<file path="config.mk">
export PLATFORM = sky130hd
export DESIGN_NAME = sorted_task_queue
export DESIGN_NICKNAME = d
export VERILOG_FILES = /design/src/stq_pkg.sv /design/src/stq_ram.sv /design/src/stq_ctrl.sv /design/src/stq_dp.sv /design/src/sorted_task_queue.sv
export SDC_FILE = /design/constraint.sdc
export NUM_CORES = 1
export LEC_CHECK = 0
export BUFFER_PORTS_ARGS = -buffer_cell sky130_fd_sc_hd__clkbuf_2
export CAP_MARGIN = 20
export CORE_MARGIN = 4
export CORE_UTILIZATION = 55
export CTS_CLUSTER_DIAMETER = 60
export DETAILED_ROUTE_END_ITERATION = 7
export GPL_TIMING_DRIVEN = 0
export MAX_ROUTING_LAYER = met4
export PLACE_DENSITY = 0.75
export SYNTH_ARGS = -nofsm -noshare
export SYNTH_HDL_FRONTEND = slang
export SYNTH_SLANG_ARGS = --single-unit
</file>
<file path="constraint.sdc">
create_clock -name clk -period 6.3 [get_ports clk]
set_input_delay 0.945 -clock clk [delete_from_list [all_inputs] [get_ports clk]]
set_output_delay 0.945 -clock clk [all_outputs]
set_load 0.03 [all_outputs]
</file>
<file path="src/stq_pkg.sv">
// Shared types and constants for the sorted task queue.
package stq_pkg;

  localparam int TASK_W    = 4;
  localparam int KEY_IN_W  = 32;
  localparam int OUT_KEY_W = 32;
  localparam int COUNT_W   = 5;

  localparam logic [2:0] ACT_APPEND = 3'd0;
  localparam logic [2:0] ACT_INSERT = 3'd1;
  localparam logic [2:0] ACT_POP    = 3'd2;
  localparam logic [2:0] ACT_PEEK   = 3'd3;
  localparam logic [2:0] ACT_CLEAR  = 3'd4;

  localparam logic [1:0] STATUS_OK    = 2'd0;
  localparam logic [1:0] STATUS_EMPTY = 2'd1;
  localparam logic [1:0] STATUS_FULL  = 2'd2;

  typedef enum logic [4:0] {
    ST_IDLE   = 5'b00001,
    ST_SCAN   = 5'b00010,
    ST_SHIFT  = 5'b00100,
    ST_TAIL   = 5'b01000,
    ST_FINISH = 5'b10000
  } stq_state_t;

  // Controller to datapath
  typedef struct packed {
    logic accept;
    logic scan;
    logic shift;
    logic tail;
    logic rd_ahead;
    logic load_out;
  } stq_cmd_t;

  // Datapath to controller
  typedef struct packed {
    logic empty;
    logic single;
    logic full;
    logic out_free;
  } stq_sts_t;

endpackage

</file>
<file path="src/stq_ram.sv">
// Generic single write port RAM with registered read.
module stq_ram #(
  parameter int WIDTH = 36,
  parameter int DEPTH = 16
) (
  input  logic                     clk,
  input  logic                     we,
  input  logic [$clog2(DEPTH)-1:0] wr_addr,
  input  logic [WIDTH-1:0]         wr_data,
  input  logic                     rd_en,
  input  logic [$clog2(DEPTH)-1:0] rd_addr,
  output logic [WIDTH-1:0]         rd_data
);

  logic [WIDTH-1:0] mem [DEPTH];

  always_ff @(posedge clk) begin
    if (we) begin
      mem[wr_addr] <= wr_data;
    end
    if (rd_en) begin
      rd_data <= mem[rd_addr];
    end
  end

endmodule

</file>
<file path="src/stq_ctrl.sv">
// Sequencer for the sorted task queue: accept, scan, shift, tail write and result hand-off.
module stq_ctrl #(
  parameter int SLOTS = 16
) (
  input  logic                       clk,
  input  logic                       rst,
  input  logic                       in_valid,
  output logic                       in_stall,
  input  logic [2:0]                 action,
  input  logic [$clog2(SLOTS+1)-1:0] count,
  input  stq_pkg::stq_sts_t          sts,
  output stq_pkg::stq_cmd_t          cmd,
  output logic [$clog2(SLOTS+1)-1:0] idx
);
  import stq_pkg::*;

  localparam int CW = $clog2(SLOTS + 1);

  stq_state_t    state, state_next;
  logic [CW-1:0] idx_next;
  logic [CW-1:0] last, last_next;

  // hold the input closed during reset and while an action is in flight
  assign in_stall = rst || (state != ST_IDLE);

  always_comb begin
    state_next = state;
    idx_next   = idx;
    last_next  = last;
    cmd        = '0;
    case (state)
      ST_IDLE: begin
        if (in_valid && !in_stall) begin
          cmd.accept = 1'b1;
          idx_next   = CW'(1);
          last_next  = count - CW'(1);
          state_next = ST_FINISH;
          case (action)
            ACT_APPEND: begin
              if (!sts.full && !sts.empty) begin
                state_next = ST_TAIL;
                idx_next   = count;
              end
            end
            ACT_INSERT: begin
              if (!sts.full && !sts.empty) begin
                if (sts.single) begin
                  state_next = ST_TAIL;
                  idx_next   = count;
                end else begin
                  state_next = ST_SCAN;
                end
              end
            end
            ACT_POP: begin
              if (!sts.empty && !sts.single) begin
                state_next = ST_SHIFT;
              end
            end
            default: ;
          endcase
        end
      end
      ST_SCAN: begin
        cmd.scan     = 1'b1;
        cmd.rd_ahead = (idx != last);
        idx_next     = idx + CW'(1);
        if (idx == last) begin
          state_next = ST_TAIL;
        end
      end
      ST_SHIFT: begin
        cmd.shift    = 1'b1;
        cmd.rd_ahead = (idx != last);
        idx_next     = idx + CW'(1);
        if (idx == last) begin
          state_next = ST_FINISH;
        end
      end
      ST_TAIL: begin
        cmd.tail   = 1'b1;
        state_next = ST_FINISH;
      end
      ST_FINISH: begin
        // hold the result until the output register can take it
        if (sts.out_free) begin
          cmd.load_out = 1'b1;
          state_next   = ST_IDLE;
        end
      end
      default: state_next = ST_IDLE;
    endcase
  end

  always_ff @(posedge clk) begin
    if (rst) begin
      state <= ST_IDLE;
    end else begin
      state <= state_next;
    end
  end

  always_ff @(posedge clk) begin
    idx  <= idx_next;
    last <= last_next;
  end

endmodule

</file>
<file path="src/stq_dp.sv">
// Datapath for the sorted task queue: entry RAM, head and carry registers, result.
module stq_dp #(
  parameter int SLOTS    = 16,
  parameter int KEY_BITS = 32
) (
  input  logic                           clk,
  input  logic                           rst,
  input  stq_pkg::stq_cmd_t              cmd,
  input  logic [$clog2(SLOTS+1)-1:0]     idx,
  input  logic [2:0]                     action,
  input  logic [stq_pkg::TASK_W-1:0]     task_id,
  input  logic [stq_pkg::KEY_IN_W-1:0]   sort_key,
  output stq_pkg::stq_sts_t              sts,
  output logic [$clog2(SLOTS+1)-1:0]     count,
  output logic                           res_valid,
  input  logic                           res_stall,
  output logic                           out_valid,
  output logic [stq_pkg::TASK_W-1:0]     out_task,
  output logic [stq_pkg::OUT_KEY_W-1:0]  out_key,
  output logic [stq_pkg::COUNT_W-1:0]    entry_count,
  output logic [1:0]                     status
);
  import stq_pkg::*;

  localparam int CW = $clog2(SLOTS + 1);
  localparam int AW = $clog2(SLOTS);
  localparam int EW = KEY_BITS + TASK_W;

  logic [KEY_BITS-1:0] key_in;
  logic [TASK_W-1:0]   head_task, new_task, carry_task, rd_task;
  logic [KEY_BITS-1:0] head_key, new_key, carry_key, rd_key;
  logic                inserted;
  logic                empty, full, single, idx_one, key_le;

  logic [EW-1:0] rd_data, wr_data;
  logic [AW-1:0] wr_addr, rd_addr;
  logic          we, rd_en;

  logic                 pend_valid;
  logic [TASK_W-1:0]    pend_task;
  logic [OUT_KEY_W-1:0] pend_key;
  logic [COUNT_W-1:0]   pend_count;
  logic [1:0]           pend_status;

  logic                 pv_next;
  logic [TASK_W-1:0]    pt_next;
  logic [OUT_KEY_W-1:0] pk_next;
  logic [CW-1:0]        pc_next;
  logic [1:0]           ps_next;

  assign key_in  = KEY_BITS'(sort_key);
  assign empty   = (count == '0);
  assign full    = (count == CW'(SLOTS));
  assign single  = (count == CW'(1));
  assign idx_one = (idx == CW'(1));

  assign sts.empty    = empty;
  assign sts.single   = single;
  assign sts.full     = full;
  assign sts.out_free = !res_valid || !res_stall;

  assign rd_task = rd_data[KEY_BITS +: TASK_W];
  assign rd_key  = rd_data[KEY_BITS-1:0];
  assign key_le  = (new_key <= rd_key);

  stq_ram #(
    .WIDTH (EW),
    .DEPTH (SLOTS)
  ) u_ram (
    .clk     (clk),
    .we      (we),
    .wr_addr (wr_addr),
    .wr_data (wr_data),
    .rd_en   (rd_en),
    .rd_addr (rd_addr),
    .rd_data (rd_data)
  );

  // Slot 0 lives in the head registers; the RAM serves slots 1 and up.
  assign rd_en   = cmd.accept || cmd.rd_ahead;
  assign rd_addr = cmd.accept ? AW'(1) : AW'(idx + CW'(1));

  always_comb begin
    we      = 1'b0;
    wr_addr = AW'(idx);
    wr_data = {new_task, new_key};
    if (cmd.scan) begin
      if (inserted) begin
        we      = 1'b1;
        wr_data = {carry_task, carry_key};
      end else if (key_le) begin
        we = 1'b1;
      end
    end
    if (cmd.tail) begin
      we = 1'b1;
      if (inserted) begin
        wr_data = {carry_task, carry_key};
      end
    end
    if (cmd.shift && !idx_one) begin
      we      = 1'b1;
      wr_addr = AW'(idx - CW'(1));
      wr_data = rd_data;
    end
  end

  // Result of the accepted action, known at transfer time
  always_comb begin
    pv_next = !empty;
    pt_next = empty ? '0 : head_task;
    pk_next = empty ? '0 : OUT_KEY_W'(head_key);
    pc_next = count;
    ps_next = STATUS_OK;
    case (action)
      ACT_APPEND, ACT_INSERT: begin
        if (full) begin
          ps_next = STATUS_FULL;
        end else begin
          pc_next = count + CW'(1);
          if (empty || (action == ACT_INSERT && key_in < head_key)) begin
            pv_next = 1'b1;
            pt_next = task_id;
            pk_next = OUT_KEY_W'(key_in);
          end
        end
      end
      ACT_POP: begin
        if (empty) begin
          ps_next = STATUS_EMPTY;
        end else begin
          pc_next = count - CW'(1);
        end
      end
      ACT_PEEK: begin
        if (empty) begin
          ps_next = STATUS_EMPTY;
        end
      end
      ACT_CLEAR: begin
        pv_next = 1'b0;
        pt_next = '0;
        pk_next = '0;
        pc_next = '0;
      end
      default: ;
    endcase
  end

  always_ff @(posedge clk) begin
    if (rst) begin
      count     <= '0;
      inserted  <= 1'b0;
      res_valid <= 1'b0;
    end else begin
      if (cmd.accept) begin
        count    <= pc_next;
        inserted <= empty || (action == ACT_INSERT && key_in < head_key);
      end
      if (cmd.scan && !inserted && key_le) begin
        inserted <= 1'b1;
      end
      if (cmd.load_out) begin
        res_valid <= 1'b1;
      end else if (!res_stall) begin
        res_valid <= 1'b0;
      end
    end
  end

  always_ff @(posedge clk) begin
    if (cmd.accept) begin
      new_task    <= task_id;
      new_key     <= key_in;
      pend_valid  <= pv_next;
      pend_task   <= pt_next;
      pend_key    <= pk_next;
      pend_count  <= COUNT_W'(pc_next);
      pend_status <= ps_next;
      if ((action == ACT_APPEND || action == ACT_INSERT) && !full) begin
        if (empty) begin
          head_task <= task_id;
          head_key  <= key_in;
        end else if (action == ACT_INSERT && key_in < head_key) begin
          // new head; old head ripples down from slot 1
          carry_task <= head_task;
          carry_key  <= head_key;
          head_task  <= task_id;
          head_key   <= key_in;
        end
      end
    end
    if (cmd.scan && (inserted || key_le)) begin
      carry_task <= rd_task;
      carry_key  <= rd_key;
    end
    if (cmd.shift && idx_one) begin
      head_task <= rd_task;
      head_key  <= rd_key;
    end
    if (cmd.load_out) begin
      out_valid   <= pend_valid;
      out_task    <= pend_task;
      out_key     <= pend_key;
      entry_count <= pend_count;
      status      <= pend_status;
    end
  end

endmodule

</file>
<file path="src/sorted_task_queue.sv">
// Sequence: append writes the tail slot, sorted insert scans the held entries, pop of more
// than one entry shifts them down; peek, clear and empty or full cases go to the result.
// Only one action is in flight at a time; the input stays stalled until its result is staged,
// and the single write port of the entry RAM moves one entry per cycle.
// Reset clears the count, sequencer and result valid; entry contents stay undefined
// and need no clearing pass.
module sorted_task_queue #(
  parameter int SLOTS    = 16,
  parameter int KEY_BITS = 32
) (
  input  logic                           clk,
  input  logic                           rst,
  input  logic                           in_valid,
  output logic                           in_stall,
  input  logic [2:0]                     action,
  input  logic [stq_pkg::TASK_W-1:0]     task_id,
  input  logic [stq_pkg::KEY_IN_W-1:0]   sort_key,
  output logic                           res_valid,
  input  logic                           res_stall,
  output logic                           out_valid,
  output logic [stq_pkg::TASK_W-1:0]     out_task,
  output logic [stq_pkg::OUT_KEY_W-1:0]  out_key,
  output logic [stq_pkg::COUNT_W-1:0]    entry_count,
  output logic [1:0]                     status
);
  import stq_pkg::*;

  localparam int CW = $clog2(SLOTS + 1);

  stq_cmd_t      cmd;
  stq_sts_t      sts;
  logic [CW-1:0] idx;
  logic [CW-1:0] count;

  stq_ctrl #(
    .SLOTS (SLOTS)
  ) u_ctrl (
    .clk      (clk),
    .rst      (rst),
    .in_valid (in_valid),
    .in_stall (in_stall),
    .action   (action),
    .count    (count),
    .sts      (sts),
    .cmd      (cmd),
    .idx      (idx)
  );

  stq_dp #(
    .SLOTS    (SLOTS),
    .KEY_BITS (KEY_BITS)
  ) u_dp (
    .clk         (clk),
    .rst         (rst),
    .cmd         (cmd),
    .idx         (idx),
    .action      (action),
    .task_id     (task_id),
    .sort_key    (sort_key),
    .sts         (sts),
    .count       (count),
    .res_valid   (res_valid),
    .res_stall   (res_stall),
    .out_valid   (out_valid),
    .out_task    (out_task),
    .out_key     (out_key),
    .entry_count (entry_count),
    .status      (status)
  );

  // one action in flight: a transfer closes the input until the result is staged
  a_one_in_flight: assert property (@(posedge clk) disable iff (rst)
    in_valid && !in_stall |=> in_stall)
    else $error("second input transfer while an action is in flight");

  a_full_shows_head: assert property (@(posedge clk) disable iff (rst)
    res_valid && status == STATUS_FULL |-> out_valid)
    else $error("dropped push without a head entry");

  a_empty_result: assert property (@(posedge clk) disable iff (rst)
    res_valid && status == STATUS_EMPTY |-> !out_valid && entry_count == '0)
    else $error("empty status with entries held");

  a_no_entry_zero: assert property (@(posedge clk) disable iff (rst)
    res_valid && !out_valid |-> out_task == '0 && out_key == '0)
    else $error("payload not cleared when no entry shown");

endmodule
</file>
# Yosys cells after proc, flatten, opt, wreduce, memory -nomap -nowiden
# Memory sizes are Yosys's and may differ from the RTL's. A register that Yosys moved wholly into a read port is not among the register bits.
# Cells that the tools add are included.
# W data, S select, Z words.
# word_totals
reg_bits	218
ramBits	576
input_bits	43
out_inout_bits	46
wordCells	171
n_memories	1
# op_classes
add_sub_neg	4
n_lt_le_gt_ge	2
eq_ne	21
mux	79
n_reduce_logical	42
# mem_list
name	words	word_bits	rd	rd_clocked_by_memory_dff	wr	line	rtl
u_dp.u_ram.mem	16	36	1	1	1	stq_ram.sv:15	logic [WIDTH-1:0] mem [DEPTH];
# op_table
cell	n
$mux W32	13
$mux W36	5
$mux W5	13
$mux W4	16
$pmux W32 S2	1
$le A32 B32 Y1	1
$lt A32 B32 Y1	1
$pmux W5 S3	2
$pmux W5 S5	1
$mux W1	22
$pmux W5 S2	2
$eq A5 B1 Y1 const B	3
$reduce_bool A2 Y1	7
$add A5 B1 Y5 const B	2
$eq A5 B5 Y1 const B	2
$logic_and A1 B1 Y1	10
$logic_not A1 Y1	8
$ne A2 B1 Y1 const B	4
$pmux W4 S2	1
$reduce_and A4 Y1	2
$eq A3 B2 Y1 const B	2
$logic_or A1 B1 Y1	6
$reduce_or A2 Y1	3
$eq A5 B2 Y1 const B	1
18 further kinds	20

# Logic depth before layout (Yosys ltp)
# Gate-level depths: netlist of run 1.
# logic_depth
word_depth	8
ltp_mapped	11
depth_no_buf	9

# Cells and area by module
# Synthesis of run 1 repeated with hierarchy kept, for this count alone.
# hier_totals
cells_unflattened	2017
area_unflattened_um2	34665.7
# by_module_without_submodules
mod	n_inst	cells_per_inst	area_per_inst_um2	seq_area_each_um2
stq_ram	1	938	22679.3	18377.6
stq_dp	1	985	11065.6	6025.8
stq_ctrl	1	94	920.9	400.4

# Worst setup path after synthesis of run 1
# OpenSTA, ideal clock, no wires.
# synth_path
path_kind	input port to flip-flop
from	input port sort_key[11] (netlist bit)
to	register u_dp.head_key[0], enable pin
setup_ns	0.484
arrival_time_ns	4.916
t_required_ns	5.816
setup_slack_ns	0.901
stages	7
path_buffers	0
cell_sequence	ha_1 and4_1 nor3b_1 a311oi_1 o21ai_0 a22o_1 o31ai_1
# synth_between
elab_chain_cells	4
# synth_lines
item	line	rtl
start, declared	sorted_task_queue.sv:17	input logic [stq_pkg::KEY_IN_W-1:0] sort_key,
$lt A32 B32 Y1	stq_dp.sv:184	end else if (action == ACT_INSERT && key_in < head_key) begin
$logic_and A1 B1 Y1	stq_dp.sv:184	
$reduce_bool A3 Y1 (no line)	n/a	
$reduce_and A3 Y1 (no line)	n/a	
end signal, assigned	stq_dp.sv:183	head_key <= key_in;
end signal, assigned	stq_dp.sv:189	head_key <= key_in;
end signal, assigned	stq_dp.sv:199	head_key <= rd_key;
end, declared	stq_dp.sv:31	logic [KEY_BITS-1:0] head_key, new_key, carry_key, rd_key;
# No other way between the ends.
# A chain may end at the register's enable or synchronous reset.

# Worst setup path after layout of run 1
# layout_path
from	register u_dp.u_ram.rd_data[11] (read register of u_dp.u_ram.mem)
to	memory u_dp.u_ram.mem[10][9], enable pin
# layout_between
elab_chain_cells	8
# layout_lines
item	line	rtl
start, declared	stq_ram.sv:12	output logic [WIDTH-1:0] rd_data
$le A32 B32 Y1	stq_dp.sv:64	assign key_le = (new_key <= rd_key);
$mux W1	stq_dp.sv:91	end else if (key_le) begin
$mux W1	stq_dp.sv:88	if (inserted) begin
$mux W1	stq_dp.sv:87	if (cmd.scan) begin
$mux W1	stq_dp.sv:95	if (cmd.tail) begin
$mux W1	stq_dp.sv:101	if (cmd.shift && !idx_one) begin
$mux W1	stq_ram.sv:18	if (we) begin
$mux W1 (implied by the code)	stq_ram.sv:19	mem[wr_addr] <= wr_data;
end, declared	stq_ram.sv:15	
# No other way between the ends.

==> flow_summary.toml, run 1 <==
[clocking]
cts_tree = "built"
cts_hold_buf = 0
cts_root_buffer = "clkbuf_16"
htreeDepth = 3
cts_sinks = 830
clock_path_buffers = 3
path_clk_slew_ns = 0.06
numCtsBuffers = 80
cts_resized = 0
insertion_delay_ns = 0.63
cts_setup_buffers = 0

[pwr]
swShare = 0.2474
leakage_uw = 0.01406
p_sw_uw = 3071
power_frac_seq = 0.510
p_per_area_nw_per_um2 = 313.3
comb_power_share = 0.116
p_int_uw = 9343
pwr-share-clk = 0.374
ir_worst_vdd_mv = 0.1682

[sta]
fin_crit_sh = 0.7255
setup_viol = 0
slew_headroom = 0.3259
maxSlewViolCount = 0
grt_setup_unrepaired = "false"
fmax_mhz = 218.8
setup_ws_ns = 1.730
finalClockSkew_ns = 0.03037
fin_crit_ns = 4.570
tightestPinTransition_ns = 1.011
hold_viol_final = 0

[layout]
multi_input_area_um2 = 9196
area_delta_synth_final_pct = 14.29
fin_area_um2 = 39630
fin_nets = 2830
fin_cells = 3616
regArea_um2 = 24800
fin_util = 0.6386
fillerInstances = 4302
layout-drive-gt1-share = 0.1250

[worst_setup_path]
critPathMaxFanout = 21
start_kind = "register"
worstPathRequired_ns = 6.62
crit_path_cell_trace = "inv_1 > ha_1 > nand4_1 > or4_1 > nor2_1 > nor2_1 > a211oi_4 > o211ai_2 > a21oi_4 > buf_16"
max_stage_delay_ns = 0.80
critical-path-slowest-cell = "a21oi_4"
critPathArrivalTime_ns = 4.89
cp-end-kind = "register"
cpMostUsedCell = "nor2_1"
path_class = "register to register"

[detailed_routing]
dr_wl_met2_um = 42540
met1_length_um = 33760
wl_met3_um = 8113
drt-initial-drc-count = 2788
dr.pass1.iters = 6
drcViolationCount = 0
post_drt_wl_per_cell_um = 24.23
wirelength_um = 87620
highest_layer = "met4"
via_per_inst = 6.209
num_vias = 22450
ant_nets = 0

[placed_design]
place.gp.congestion = 0.9021
place_hpwl_um = 61490
dp_cells = 3472
dpl-instance-area_um2 = 37140
io_buffers = 85
pre_cts_ws_ns = 1.797

[logic_synthesis]
netlist-cell-type-count = 72
synth_fp_nets = 2605
ys_async_sr_fraction = 0
synth_ff_type = "edfxtp_1"
ys.warnings.count = 0
synth_cells = 2492
synth.avg_cell_area_um2 = 13.91
synth_edf_count = 818
yosysSeqAreaShare = 0.7154
syn-cell-area_um2 = 34670
synth-seq-cells = 830

[floorplan]
pin_count = 89
core_um2 = 62050
die_area_um2 = 67120
die_y_um = 259.1
fp.dieW_um = 259.1
start_util = 0.5588
rows = 91

[hold_path]
min_path_type = "register to register"

[global_route]
grt_pass1_vias = 22120
overflow = 0
grt_max_degree = 67
antenna_found_initial = 7
grt_usage = 0.2656
grt_pass1_wl_um = 132300

[job]
cap_violations = 0

[outcome]
status = "completed"
## path summary, 6_finish.rpt
path                                                        from                         endpoint  slack [ns]  cells after the start
worst min-delay path                  u_dp.pend_key[3]$_DFFE_PP_        u_dp.out_key[3]$_DFFE_PP_        0.42                      0
worst max register to register  u_dp.u_ram.rd_data[11]$_DFFE_PP_  u_dp.u_ram.mem[10][9]$_DFFE_PP_        1.73                     10
worst min register to register        u_dp.pend_key[3]$_DFFE_PP_        u_dp.out_key[3]$_DFFE_PP_        0.42                      0
worst max-delay path            u_dp.u_ram.rd_data[11]$_DFFE_PP_  u_dp.u_ram.mem[10][9]$_DFFE_PP_        1.73                     10
## stage by stage
| stage | TNS [ns] | hold slack (ns) | power [µW] |
|---|---|---|---|
| 2_1_floorplan | 0 | 0.4003 | 7268 |
| 3_3_place_gp | -167.59 | 0.4005 | 7754 |
| 3_5_place_dp | 0 | 0.4045 | 7839 |
| 4_1_cts | 0 | 0.4181 | 12420 |
| 5_1_grt | 0 | 0.4242 | 12790 |
| 6_report | 0 | 0.4176 | 12410 |
## placed cells by master (no fill, tap or decap), types with 51 or more instances in the layout
| cell type | n |
|---|---|
| inv_1 | 74 |
| nand3_1 | 56 |
| nand2_1 | 331 |
| edfxtp_1 | 818 |
| o21ai_0 | 115 |
| nor2_1 | 198 |
| a21oi_1 | 51 |
| a211oi_1 | 82 |
| clkbuf_1 | 116 |
| a32oi_1 | 52 |
| ha_1 | 70 |
| mux2i_1 | 118 |
| clkbuf_2 | 85 |
| clkbuf_16 | 83 |
## logic make-up after synthesis
family          share of synthesized area
mux                               0.04024
fa+ha+maj                         0.02526
xor+xnor                         0.003536
flops                              0.7154
simple gates                      0.09054
buf+inv                           0.02573
compound gates                    0.09934
## power groups by stage
stage          Clock, µW  Sequential, µW  Combinational (µW)
2_1_floorplan          0            6460                 809
4_1_cts             4680            6330                1410
3_5_place_dp           0            6440                1390
6_report            4650            6330                1440
5_1_grt             4910            6340                1540
3_3_place_gp           0            6460                1300
## final cells by class
| cell class | count | area share |
|---|---|---|
| Clock inverter | 37 | 0.008273 |
| Sequential cell | 830 | 0.6259 |
| Buffer | 145 | 0.01538 |
| Multi-Input combinational cell | 1441 | 0.2321 |
| Antenna cell | 3 | 0.0001894 |
| Clock buffer | 104 | 0.05440 |
| Tap cell | 837 | 0.02643 |
| Inverter | 76 | 0.007199 |
| Timing Repair Buffer | 143 | 0.03012 |
## sequential cells by signal (all words and copies together), names as in the netlist, 2 cells and up
name and cells:
u_ctrl.idx 5, u_ctrl.last 5, u_ctrl.state 5, u_dp.carry_key 32, u_dp.carry_task 4, u_dp.count 5, u_dp.entry_count 5, u_dp.head_key 32
u_dp.head_task 4, u_dp.new_key 32, u_dp.new_task 4, u_dp.out_key 32, u_dp.out_task 4, u_dp.pend_count 5, u_dp.pend_key 32, u_dp.pend_status 2
u_dp.pend_task 4, u_dp.status 2, u_dp.u_ram.mem 576, u_dp.u_ram.rd_data 36
## synthesized netlist by cell type, drive strengths merged (6+ instances only)
cell type | instances | area share
edfxtp | 818 | 0.71
mux2 | 17 | 0.0055
xnor2 | 6 | 0.0015
a22o | 37 | 0.0093
nand4 | 25 | 0.0049
dfxtp | 12 | 0.0069
clkbuf | 95 | 0.010
inv | 75 | 0.0081
ha | 70 | 0.025
a32oi | 52 | 0.013
nor3 | 18 | 0.0033
a21oi | 68 | 0.0098
nor2 | 200 | 0.022
nor2b | 7 | 0.0013
mux2i | 118 | 0.034
and3 | 27 | 0.0049
xor2 | 8 | 0.0020
o21ai | 157 | 0.023
buf | 50 | 0.0072
nand2 | 332 | 0.036
a22oi | 6 | 0.0013
nand3 | 56 | 0.0081
a31oi | 11 | 0.0024
a211oi | 84 | 0.019
or3 | 28 | 0.0051
o2111ai | 26 | 0.0066
o211ai | 32 | 0.0074
## critical path: cells and delay by family (launching register included)
family / cells / cell delay (ns)
buffers and inverters: 2 / 0.36
flip-flops: 1 / 0.48
AND/OR/NAND/NOR: 4 / 1.17
adder cells (fa/ha/maj): 1 / 0.34
AO/OA/AOI/OAI: 3 / 1.88
## metal layers
layer  vias up  GRT usage
li1       9948          -
met1     11060     0.3432
met2      1245     0.4268
met3       202    0.04595
met4         0     0.1024
met5         -          -
No activity file was read; power rests on OpenSTA's default activity.
==> run 2, diff against run 1 <==
Settings changed: ABC_AREA set to 1.
Clock period 6.3 ns to 4.35 ns, I/O delays scaled along.
==> run 2 against run 1 <==
  * Power up 86%
  * Flip-flop and latch count is the same
  * Fmax increased by 15%
  * Setup slack got worse by 1.4 ns
  * Design area is 3.2% higher
  * Count of clock-buffer cells in the layout decreased by 8
  * Area after synthesis up 3.4%
  * First-iteration DRC count up 13%
  * Sequential power rose by 56%
  * Critical endpoint is now u_dp.u_ram.mem[0][12]$_DFFE_PP_
==> flow_summary.toml, run 2 <==
[outcome]
status = "completed"

[sta]
setup_viol = 0
hold_viol_final = 0
grt_setup_unrepaired = "false"
finalClockSkew_ns = 0.02433
slew_headroom = 0.2627
fmax_mhz = 251.3
maxSlewViolCount = 0
fin_crit_ns = 3.980
hold_ws_ns = 0.2605
tightestPinTransition_ns = 1.099
fin_crit_sh = 0.9149
setup_ws_ns = 0.3702

[logic_synthesis]
netlist-cell-type-count = 40
synth_top_cell_area_share = 0.6855
syn-cell-area_um2 = 35840
yosys-top-cells-area = "edfxtp_1 69%, nand2_1 9.8%, nand3_1 3.7%"
synth_cells = 3214
yosysSeqAreaShare = 0.6922
synth.most_common_cell = "nand2_1"
synth_ff_type = "edfxtp_1"
synth-seq-cells = 830
synth_edf_count = 818
synth_top_area_cell = "edfxtp_1"
synth_fp_nets = 3327
synthTopCellsByCount = "932 x nand2_1, 818 x edfxtp_1, 271 x nor2_1, 265 x nand3_1, 228 x o21ai_0"
synth.avg_cell_area_um2 = 11.15
ys_async_sr_fraction = 0
ys.warnings.count = 0

[detailed_routing]
num_vias = 24700
ant_nets = 0
drcViolationCount = 0
via_per_inst = 5.665
drt-initial-drc-count = 3142
post_drt_wl_per_cell_um = 20.75
dr.pass1.iters = 8
wirelength_um = 90500

[floorplan]
rows = 93
start_util = 0.5559
pin_count = 89
core_um2 = 64460
die_area_um2 = 69300
fp.dieW_um = 263.3
die_y_um = 263.3

[layout]
largest_reg_flops = 576
largestRegisters = "u_dp.u_ram.mem: 576 flops, u_dp.u_ram.rd_data: 36 flops"
fillerInstances = 4780
layout_commonest_cell = "nand2_1"
fin_nets = 3553
area_delta_synth_final_pct = 14.13
regMostFlops = "u_dp.u_ram.mem"
multi_input_area_um2 = 9739
layout-drive-gt1-share = 0.1002
fin_util = 0.6344
final_cell_mix = "932 x nand2_1, 818 x edfxtp_1, 265 x nand3_1, 255 x nor2_1"
regArea_um2 = 24800
fin_cells = 4361

[clocking]
cts_resized = 0
path_clk_slew_ns = 0.06
cts_setup_buffers = 0
insertion_delay_ns = 0.64
cts_hold_buf = 0
cts_root_buffer = "clkbuf_16"
cts_sinks = 830
htreeDepth = 3
clock_path_buffers = 3
numCtsBuffers = 80
cts_tree = "built"

[global_route]
grt_pass1_vias = 23700
grt_usage = 0.2636
overflow = 0
grt_pass1_wl_um = 136500
antenna_found_initial = 2
grt_max_degree = 44

[worst_setup_path]
critPathMaxFanout = 20
worstPathRequired_ns = 4.68
cp-end-kind = "register"
path_class = "register to register"
start_kind = "register"
critPathArrivalTime_ns = 4.31

[job]
cap_violations = 0

[placed_design]
place.gp.congestion = 0.9161
io_buffers = 87
place_hpwl_um = 64170
pre_cts_ws_ns = 0.5312
dp_cells = 4211

[pwr]
ir_worst_vdd_mv = 0.2861
p_per_area_nw_per_um2 = 565.1
leakage_uw = 0.01568
power_uw = 23110

[hold_path]
min_path_type = "input pin to register"
run 2: power by group:
part	internal (µW)	switching [µW]
Sequential	9730	152
Clock	3880	2980
Combinational	1690	4670
Total	15300	7810
run 2: cells by family after synthesis:
| family | count (synthesis) | synth area share |
|---|---|---|
| xor+xnor | 16 | 0.003911 |
| simple gates | 1495 | 0.1691 |
| flops | 830 | 0.6922 |
| compound gates | 437 | 0.06993 |
| buf+inv | 366 | 0.04043 |
| fa+ha+maj | 70 | 0.02444 |
run 2: worst max-delay path, stage by stage (launching register included):
cell	delay, ns
edfxtp_1	0.32
inv_1	0.08
ha_1	0.33
nand4_1	0.13
nor3_1	0.61
nand3b_1	0.32
nand3_1	0.17
nand2_1	0.07
buf_2	0.25
nand2_1	0.18
nand2_1	0.29
nor2_4	0.63
buf_16	0.25
run 2: path summary, 6_finish.rpt:
kind	depth (start not counted)	to	from	slack, ns
min reg2reg	0	u_dp.out_key[13]$_DFFE_PP_	u_dp.pend_key[13]$_DFFE_PP_	0.42
max reg2reg	12	u_dp.u_ram.mem[0][12]$_DFFE_PP_	u_dp.u_ram.rd_data[15]$_DFFE_PP_	0.37
min	1	u_dp.new_task[1]$_DFFE_PP_	task_id[1]	0.26
max	12	u_dp.u_ram.mem[0][12]$_DFFE_PP_	u_dp.u_ram.rd_data[15]$_DFFE_PP_	0.37
run 2: final cells by class:
class / count / area share
Multi-Input combinational cell: 2018 / 0.2381
Tap cell: 855 / 0.02616
Inverter: 200 / 0.01845
Timing Repair Buffer: 144 / 0.03065
Buffer: 166 / 0.01701
Antenna cell: 2 / 0.0001224
Sequential cell: 830 / 0.6065
Clock buffer: 96 / 0.05118
Clock inverter: 50 / 0.01184
run 2: through the flow:
| step | setup TNS (ns) | cell area, µm² |
|---|---|---|
| 5_1_grt | 0 | 40900 |
| 3_5_place_dp | 0 | 38300 |
| 3_3_place_gp | -932.96 | 37350 |
| 2_1_floorplan | 0 | 35840 |
| 4_1_cts | 0 | 40880 |
| 6_report | 0 | 40900 |
run 2: layer usage:
layer / up-vias / global-route usage / part of all wire
met5: - / - / 0
met4: 0 / 0.1036 / 0.034
met3: 206 / 0.03785 / 0.090
met2: 1256 / 0.4370 / 0.49
met1: 11630 / 0.3322 / 0.38
li1: 11620 / - / -
